### config.mk
export PLATFORM = sky130hd
export DESIGN_NAME = kwst_ffs
export DESIGN_NICKNAME = d
export VERILOG_FILES = /design/src/rtl/kwst_ffs.sv
export SDC_FILE = /design/constraint.sdc
export NUM_CORES = 1
export LEC_CHECK = 0
export CORE_AREA = 3 3 40 42
export DETAILED_ROUTE_END_ITERATION = 16
export DIE_AREA = 0 0 43 45
export DONT_BUFFER_PORTS = 1
export PLACE_DENSITY = 0.43
export SYNTH_ARGS = -nofsm -noshare
export SYNTH_HDL_FRONTEND = slang
export SYNTH_SLANG_ARGS = --single-unit
### constraint.sdc
create_clock -name vclk -period 0.9
set_input_delay 0 -clock vclk [all_inputs]
set_output_delay 0 -clock vclk [all_outputs]
set_load 0.03 [all_outputs]
### src/rtl/kwst_ffs.sv
// ----------------------------------------------------------------------------
// kwst_ffs: find first set
// index of the lowest set bit of a vector, zero when none is set
// ----------------------------------------------------------------------------
`timescale 1ns / 1ps
`default_nettype none

module kwst_ffs #(
    parameter int W = 32,
    localparam int IW = (W > 1) ? $clog2(W) : 1
) (
    input  wire logic [W-1:0]  vec,
    output logic      [IW-1:0] idx
);

    always_comb begin
        idx = '0;
        // scan downward so the lowest set bit wins
        for (int i = W - 1; i >= 0; i--) begin
            if (vec[i]) begin
                idx = IW'(i);
            end
        end
    end

endmodule : kwst_ffs

`default_nettype wire

# ---- Word level (Yosys, flattened, before mapping)
# Cells that the tools add are included.
dict set report op_classes {
  muxes 32
}
# op n
set ops {}
lappend ops {{$mux 5} 32}
dict set report word_totals {
  register_bits 0
  input_bits 32
  output_inout_bits 5
}

# ---- Logic depth before layout (Yosys ltp)
dict set report depth {
  ltp_word 32
  ltp_mapped 5
}

# ---- Worst setup path before layout
# Ideal clock, no wire load.
dict set report synth_timing {
  path_kind {input port to output port}
  start {in vec[30]}
  end {out idx[0]}
  setup_slack_ns -0.438
  path_stages 5
  arrival_ns 1.338
  t_required_ns 0.900
  path_buffers 0
  cell_sequence {nor3b_2 > nor3_1 > o31ai_1 > o2111ai_1 > a221oi_1}
}
dict set report synth_via {
  elab_chain_cells 31
}
# item line_no
set synth_rtl {}
lappend synth_rtl {{start, declared} 12} ;# input wire logic [W-1:0] vec,
lappend synth_rtl {{$mux 5 (31 in a row)} 20} ;# if (vec[i]) begin
lappend synth_rtl {{end, declared} 13} ;# output logic [IW-1:0] idx
# No other way between the ends.

# ---- Final worst setup path
# Ends and elaborated chain as after synthesis.

==> results.txt <==
- Row generation in the floorplan step produced 13 rows.
- For this design, the slowest cell found on the critical path is a221oi_4.
* Final Max Tran Viols: 0
- The run finished, with violations left.
- Gate Count Post-Synth: 63
- Setup repair after global routing could not meet its margin everywhere.
- Pin count of the biggest net entering global routing: 6
* Top cells by area in the synthesized netlist: nor4_1, nor2_1, a21oi_1
- Worst path bufs/invs: 1
* Die H: 45 µm
- Stage delay of the slowest cell on the critical path: 0.26 ns
* Syn_nets: 95
* Path type of the worst min-delay path: in -> out
- Violations in the final reports: setup timing
- Drt first pass iters: 4
* Total routed wirelength: 1339 µm
* Sequence of cells on the critical path: nor3b_2 -> nor3_1 -> o31ai_2 -> o2111ai_2 -> a221oi_4 -> buf_6
- Die boundary width: 43 µm
- For the pin with the worst max-slew slack, the measured transition is 0.3950 ns.
- The detail route stage leaves a number of antenna-violating nets equal to 0.
- There are 0 flip-flops and latches.
- Detail Placement HPWL: 1169 µm
- Pwr/cell area: 214.5 nW/µm²
- The via count of the first global-routing pass was 547.
- Boundary pin count: 37
- Sequential cell area: 0 µm²
- Count of input and output buffers: 0
* Area occupied by multi-input gates: 511.7 µm²
- Per-cell via count in the routed design: 6.244
* Max frequency: 0.9457 GHz
* Fillers: 140
- The analysis attributes to cell leakage a power of 0.1749 nW.
- Yosys cell types: 21
- After synthesis, the largest area contributor takes up 13.70% of total cell area.
- For this run, design rule violations remaining after detail routing come to 0.
* Cts-stage hold buffer count: 0
- Setup violations remaining at the end of the flow were counted as 5.
- Relative slew slack: 73.60%
- Total overflow reported by the global router: 0
- Data required, critical path: 0.90 ns
- Once placement finished, the instance area stood at 541.8 µm².
* Placed Cells incl. Taps: 86
- Crit-path max FO: 4
* Final period util: 117.5%
- The cell area that synthesis handed to floorplanning was 365.4 µm².
- Count of endpoints failing hold in the final timing report: 0
- STA classifies the critical path endpoint as an output pin.
- The post-route netlist has 40.85% of its cells at a drive strength greater than 1.
- # clk buffers: 0
* Setup Crit Path Kind: in -> out
* Initial antenna violation count: 0
- Hold is met by 0.1418 ns.
- Synthesis-to-layout area growth: 69.86%
- In the post-route analysis, the smallest setup slack over all paths is -0.1575 ns.
- Count of buffers added by post-CTS timing repair for setup: 0
- Warnings from Yosys: 0
* Family of cells with the greatest summed delay on the critical path: compound AO/OA/AOI/OAI gates
* Final standard cell utilization of the core: 48.30%
- Critical Path Source Type: input pin
* Total GRT Usage: 14.10%
* Critical Path AT: 1.06 ns
- In the final routed layout, each cell accounts on average for 15.57 µm.
- Number of DRC markers after the initial detailed-route iteration: 3
- Cell type with the highest aggregate area in the netlist: nor4_1
- The net count of the finished layout is 105.
* Register area share after synthesis: 0%
- Min Tclk post-route: 1.057 ns
* Total Negative Setup Slacks: -0.5630 ns
* Average instance area after synthesis: 5.799 µm²
- After routing the design area is 620.6 µm².
- Excluding fillers, the count of instances in the completed layout stands at 86.
- Core Box Area: 1285 µm²
* Total inserted antenna cells: 0
- The first global-routing pass estimated 2194 µm of wire.
* VDD IR max: 0.08602 mV
* Effective utilization at floorplan: 28.43%
* Weighted congestion reported at the end of routability-driven placement: 0.7663
* Number of vias in the routed layout: 537
- The die covers 1935 µm².
- Maximum Capacitance Violations: 0
==> cells in the mapped netlist, drive strengths merged, types with 2 or more instances <==
cell	n
a2111oi	2
a21oi	7
inv	6
nand2	4
nor2	10
nor3	6
nor4	8
o21ai	3
o31ai	4
or4	4
==> what timing repair did <==
| item | in CTS | in global routing |
|---|---|---|
| gates cloned | 0 | 0 |
| pin swaps | 4 | 4 |
| endpoints found under the setup margin | 5 | 5 |
| gates resized for setup | 5 | 11 |
==> routing by layer <==
metal | vias to the layer above | part of all wire (%) | global-route usage, %
li1 | 270 | - | -
met1 | 249 | 35 | 17.38
met2 | 18 | 57 | 28.44
met3 | 0 | 8.6 | 0.7968
met4 | 0 | 0 | 0
met5 | - | 0 | 0
==> final timing paths <==
check | from | end | slack [ns] | depth (start not counted)
max | vec[30] | idx[0] | -0.16 | 6
min | vec[0] | idx[0] | 0.14 | 2
==> cell usage in the layout, fill, tap and decap left out <==
cell type,netlist,final
a2111oi_1,0,2
a211oi_1,1,1
a21boi_4,0,1
a21o_2,0,1
a21oi_1,7,6
a21oi_2,0,1
a221oi_4,0,1
a311oi_4,0,1
buf_4,0,6
buf_6,0,2
inv_1,6,6
nand2_1,4,2
nand2_2,0,2
nor2_1,10,8
nor2_4,0,2
nor2b_1,1,1
nor3_1,6,5
nor3_2,0,1
nor3b_2,1,1
nor4_1,8,3
nor4_4,0,5
o2111ai_2,0,1
o21a_1,1,1
o21ai_0,2,1
o21ai_1,1,1
o21ai_2,0,1
o31ai_1,4,3
o31ai_2,0,1
or4_1,3,2
or4_4,1,2
==> report_power, final <==
part           internal (W)  switching [W]
registers                 0              0
clock network             0              0
logic             0.0000708      0.0000623
total             0.0000708      0.0000623
==> cell families (layout without fill, tap and decap cells) <==
family	count (synthesis)	in the layout	synth area share, %
AOI/OAI and AO/OA	23	23	43.15
and+or+nand+nor	34	34	50.69
buffers and inverters	6	14	6.164
==> final cells by class <==
type / instances / share of cell area [%]
inverters: 6 / 3.629
multi-input cells: 57 / 82.46
repair buffers: 8 / 10.89
well taps: 15 / 3.024
==> stage by stage <==
step / power, W / setup WS [ns]
6_report: 0.0001331 / -0.1575
5_1_grt: 0.0001454 / -0.2829
4_1_cts: 0.0001234 / -0.2444
3_5_place_dp: 0.0001199 / -0.2435
3_3_place_gp: 0.0001199 / -0.2341
2_1_floorplan: 0.00009505 / -0.1097
Note: power is estimated with default switching activity, not from simulation.
