`config.mk`:
```
export PLATFORM = sky130hd
export DESIGN_NAME = kwst_ram
export DESIGN_NICKNAME = d
export VERILOG_FILES = /design/src/rtl/kwst_ram.sv
export SDC_FILE = /design/constraint.sdc
export NUM_CORES = 1
export LEC_CHECK = 0
export BUFFER_PORTS_ARGS = -buffer_cell sky130_fd_sc_hd__clkbuf_2
export CAP_MARGIN = 20
export CORE_UTILIZATION = 60
export CTS_CLUSTER_DIAMETER = 80
export CTS_CLUSTER_SIZE = 20
export DETAILED_ROUTE_END_ITERATION = 10
export PLACE_DENSITY_LB_ADDON = 0.15
export SYNTH_ARGS = -nofsm -noshare
export SYNTH_HDL_FRONTEND = slang
export SYNTH_SLANG_ARGS = --single-unit
```
`constraint.sdc`:
```
create_clock -name aclk -period 2 [get_ports aclk]
set_input_delay 0 -clock aclk [delete_from_list [all_inputs] [get_ports aclk]]
set_output_delay 0 -clock aclk [all_outputs]
set_load 0.1 [all_outputs]
```
`src/rtl/kwst_ram.sv`:
```
// ----------------------------------------------------------------------------
// kwst_ram: generic single-write, single-read ram
// one write port, one read port with a registered read, read data holds
// ----------------------------------------------------------------------------
`timescale 1ns / 1ps
`default_nettype none

module kwst_ram #(
    parameter int WIDTH  = 8,
    parameter int DEPTH  = 16,
    localparam int ADDR_W = (DEPTH > 1) ? $clog2(DEPTH) : 1
) (
    input  wire logic              aclk,
    input  wire logic              wr_en,
    input  wire logic [ADDR_W-1:0] wr_addr,
    input  wire logic [WIDTH-1:0]  wr_data,
    input  wire logic              rd_en,
    input  wire logic [ADDR_W-1:0] rd_addr,
    output logic      [WIDTH-1:0]  rd_data
);

    logic [WIDTH-1:0] mem [DEPTH];

    always_ff @(posedge aclk) begin
        if (wr_en) begin
            mem[wr_addr] <= wr_data;
        end
        if (rd_en) begin
            rd_data <= mem[rd_addr];
        end
    end

endmodule : kwst_ram

`default_nettype wire

```
=== Yosys cells after proc, flatten, opt, wreduce, memory -nomap -nowiden ===
Memory sizes are Yosys's and may differ from the RTL's. A register that Yosys moved wholly into a read port is not among the register bits.
Index checks and enable logic that the tools add are counted.

* Memories: 1
* Register bits: 0
* Logic and storage cells: 3
* Memory bits (writable): 128
* Output and inout port bits: 8

* Mux-type cells: 2

{| class="wikitable"
|+ Memories
! name !! words !! bits a word !! rd ports !! clocked after Yosys merged registers in !! write ports !! line !! source
|-
| mem || 16 || 8 || 1 || 1 || 1 || 22 || <nowiki>logic [WIDTH-1:0] mem [DEPTH];</nowiki>
|}

{| class="wikitable"
|+ Operators by type and width
! cell !! count
|-
| two-way mux 1 bit || 2
|}

=== Logic depth before layout (Yosys ltp) ===
* Word-level depth: 2
* Mapped depth: 5
* Mapped depth without buffers: 3

=== Worst setup path after synthesis ===
OpenSTA, ideal clock, no wires.

* Kind: input-to-reg
* From: input wr_addr[2]
* To: memory mem[0][0], enable pin
* Slack: 0.507 ns
* Cell stages on the path: 2
* Data required time: 1.617 ns
* Buffers on the path: 0
* Library setup time: 0.383 ns
* Data arrival time: 1.110 ns
* Path through: or3b_2 > nor3_1

{| class="wikitable"
|+ RTL lines
! item !! line !! source
|-
| start, declared || 15 || <nowiki>input wire logic [ADDR_W-1:0] wr_addr,</nowiki>
|-
| end, declared || 22 ||
|}

No word-level cell before the write port.

==> qor.txt <==
status = complete, no violations
Worst Setup Path Type = reg -> reg
Internal Power = 5.23 mW
fraction of layout cells with a size suffix above 1 = 0.318
CTS Buf Count = 17
Reg clk slew, reported paths = 0.06 ns
via count = 2598
routed vias/inst = 6.25
clk_lat worst skew = 0.50 ns
initial core utilization = 0.627
vias in the first global route = 2515
most frequent cells in the layout = edfxtp_1 (136), clkbuf_2 (26), buf_4 (22)
Pre-antenna DRT Iters = 5
die height = 95.3 microns
Wirelength per Cell = 24.8 microns
Req. time, crit path = 2.25 ns
Power Dens Cells = 1050 nW/um^2
clk sinks = 136
CP arrival = 1.70 ns
endpoints failing hold = 0
Starting DRT DRC Count = 233
syn nets = 248
final instance area = 6290 sq um
largest net degree at the start of global routing = 18
Detailed Route WL = 10300 microns
ranking of synthesized cells by area = edfxtp_1 (78%), mux4_2 (7.8%), mux4_1 (7.0%), a22oi_1 (2.3%), nor2_1 (0.93%)
Overall Global Routing Usage = 0.256
Die ar. = 9090 sq um
worst hold path class = in -> reg
drc violations = 0
Post-Layout Cell Count = 416
# diodes = 0
Post-Syn Area = 5230 sq um
syn avg cell area = 22.8 sq um
Overflow after GRT = 0
area leader, netlist = edfxtp_1
clk buf depth = 2
Synth top area share = 0.781
Max FO, Critical Path = 1
sequential area share after synthesis = 0.781
Tmin final = 1.45 ns
CTS tree = done
Max Clock Skew = 0.00491 ns
setup TNS = 0 ns
Peak VDD IR = 0.000682 V
# resized after CTS = 0
net switching power = 1.38 mW
critical path endpoint category = register
Top Ports = 27
Synth Warn # = 0
Final ANT Viol Nets = 0
pins over their slew limit = 0
Final Power = 6.61 mW
Setup violations, final = 0
clock power share = 0.449
GP Congestion = 0.781
commonest non-fill, non-tap cell in the layout = edfxtp_1
Post-Synthesis Cells = 229
Core Region = 8340 sq um
Logic pwr share = 0.063
chip width = 95.3 microns
port buffer count = 26
dpl cells = 375
initial antenna violation count = 0
CTS H-tree lvls = 4
crit start category = register
Final period util = 0.725
unrepaired setup endpoints after global routing = no
max_cap viols = 0
Max Freq = 690 MHz
switch share = 0.209
global-route wire length before repair = 15300 microns
Yosys cell types = 18
root buf cell = clkbuf_8
Final nets = 317
buffer count from post-CTS setup fixing = 0
area grow syn2layout = 20.4%
Synth Register Bits = 136
Slew Limit Headroom = 0.634
post-DP HPWL = 6310 microns
Least-Margin Pin Slew = 0.551 ns
Cell Area, Placed = 5630 sq um
row count = 33
setup slack, reg-to-reg = 0.55 ns
Leakage Power = 2.17 nW
Reg power frac = 0.488
## critical path, stage by stage (launching register included)
cell	delay, ns
edfxtp_1	0.38
mux4_2	0.49
a22oi_1	0.25
nand2_1	0.08
## metrics by stage
stage | hold WS (ns) | setup slack (ns) | utilization
after floorplan | 0.0989 | 0.507 | -
after global placement | 0.388 | 0.310 | 0.675
after detailed placement | 0.417 | 0.294 | 0.675
after CTS | 0.0439 | 0.547 | 0.754
after global routing | 0.0752 | 0.468 | 0.754
final | 0.0492 | 0.551 | 0.754
## power groups by stage
stage / sequential, mW / combinational [mW] / clock (mW)
final: 3.23 / 0.414 / 2.97
after global routing: 3.23 / 0.440 / 3.12
after CTS: 3.23 / 0.417 / 3.00
after detailed placement: 3.29 / 0.400 / 0
after global placement: 3.29 / 0.392 / 0
after floorplan: 3.38 / 0.162 / 0
## cells in the mapped netlist, drive strengths merged
| cell | count |
|---|---|
| or3b | 1 |
| a22oi | 16 |
| nand3b | 2 |
| and2 | 1 |
| buf | 7 |
| nor3 | 4 |
| nor2 | 13 |
| nand2 | 9 |
| nor2b | 1 |
| clkdlybuf4s25 | 3 |
| mux4 | 32 |
| edfxtp | 136 |
| nand2b | 2 |
| nand3 | 1 |
| and2b | 1 |
## worst paths after layout
check | startpoint | to | cells past startpoint
setup reg to reg | mem[3][4] | rd_data[4] | 3
hold reg to reg | mem[14][2] | rd_data[2] | 3
hold / removal | wr_en | mem[10][7] | 3
setup / recovery | mem[3][4] | rd_data[4] | 3
## cell families after synthesis
logic type             after synthesis  synth area share
flip-flops                         136             0.781
AND/OR/NAND/NOR                     35            0.0314
multiplexers                        32             0.148
AO/OA/AOI/OAI                       16            0.0230
buffers and inverters               10            0.0165
## repair_timing
item	CTS	global route
hold endpoints to repair	136	0
hold buffers	9	0
endpoints found under the setup margin	0	0
## flip-flops by register name (all words and copies together), names as in the netlist
signal,flops
mem,128
rd_data,8
## layer usage
layer | GRT usage | part of all wire
met3 | 0.0598 | 0.085
met4 | 0.101 | 0.011
met1 | 0.381 | 0.43
met2 | 0.374 | 0.48
met5 | 0 | 0
## layout make-up
| cell class | instances | area, sq um |
|---|---|---|
| clock buffers | 17 | 414 |
| clock inverters | 15 | 160 |
| fillers | 465 | 2050 |
| multi-input cells | 83 | 1060 |
| flip-flops and latches | 136 | 4080 |
| well taps | 105 | 131 |
| repair buffers | 60 | 445 |
Note: power is estimated with default switching activity, not from simulation.
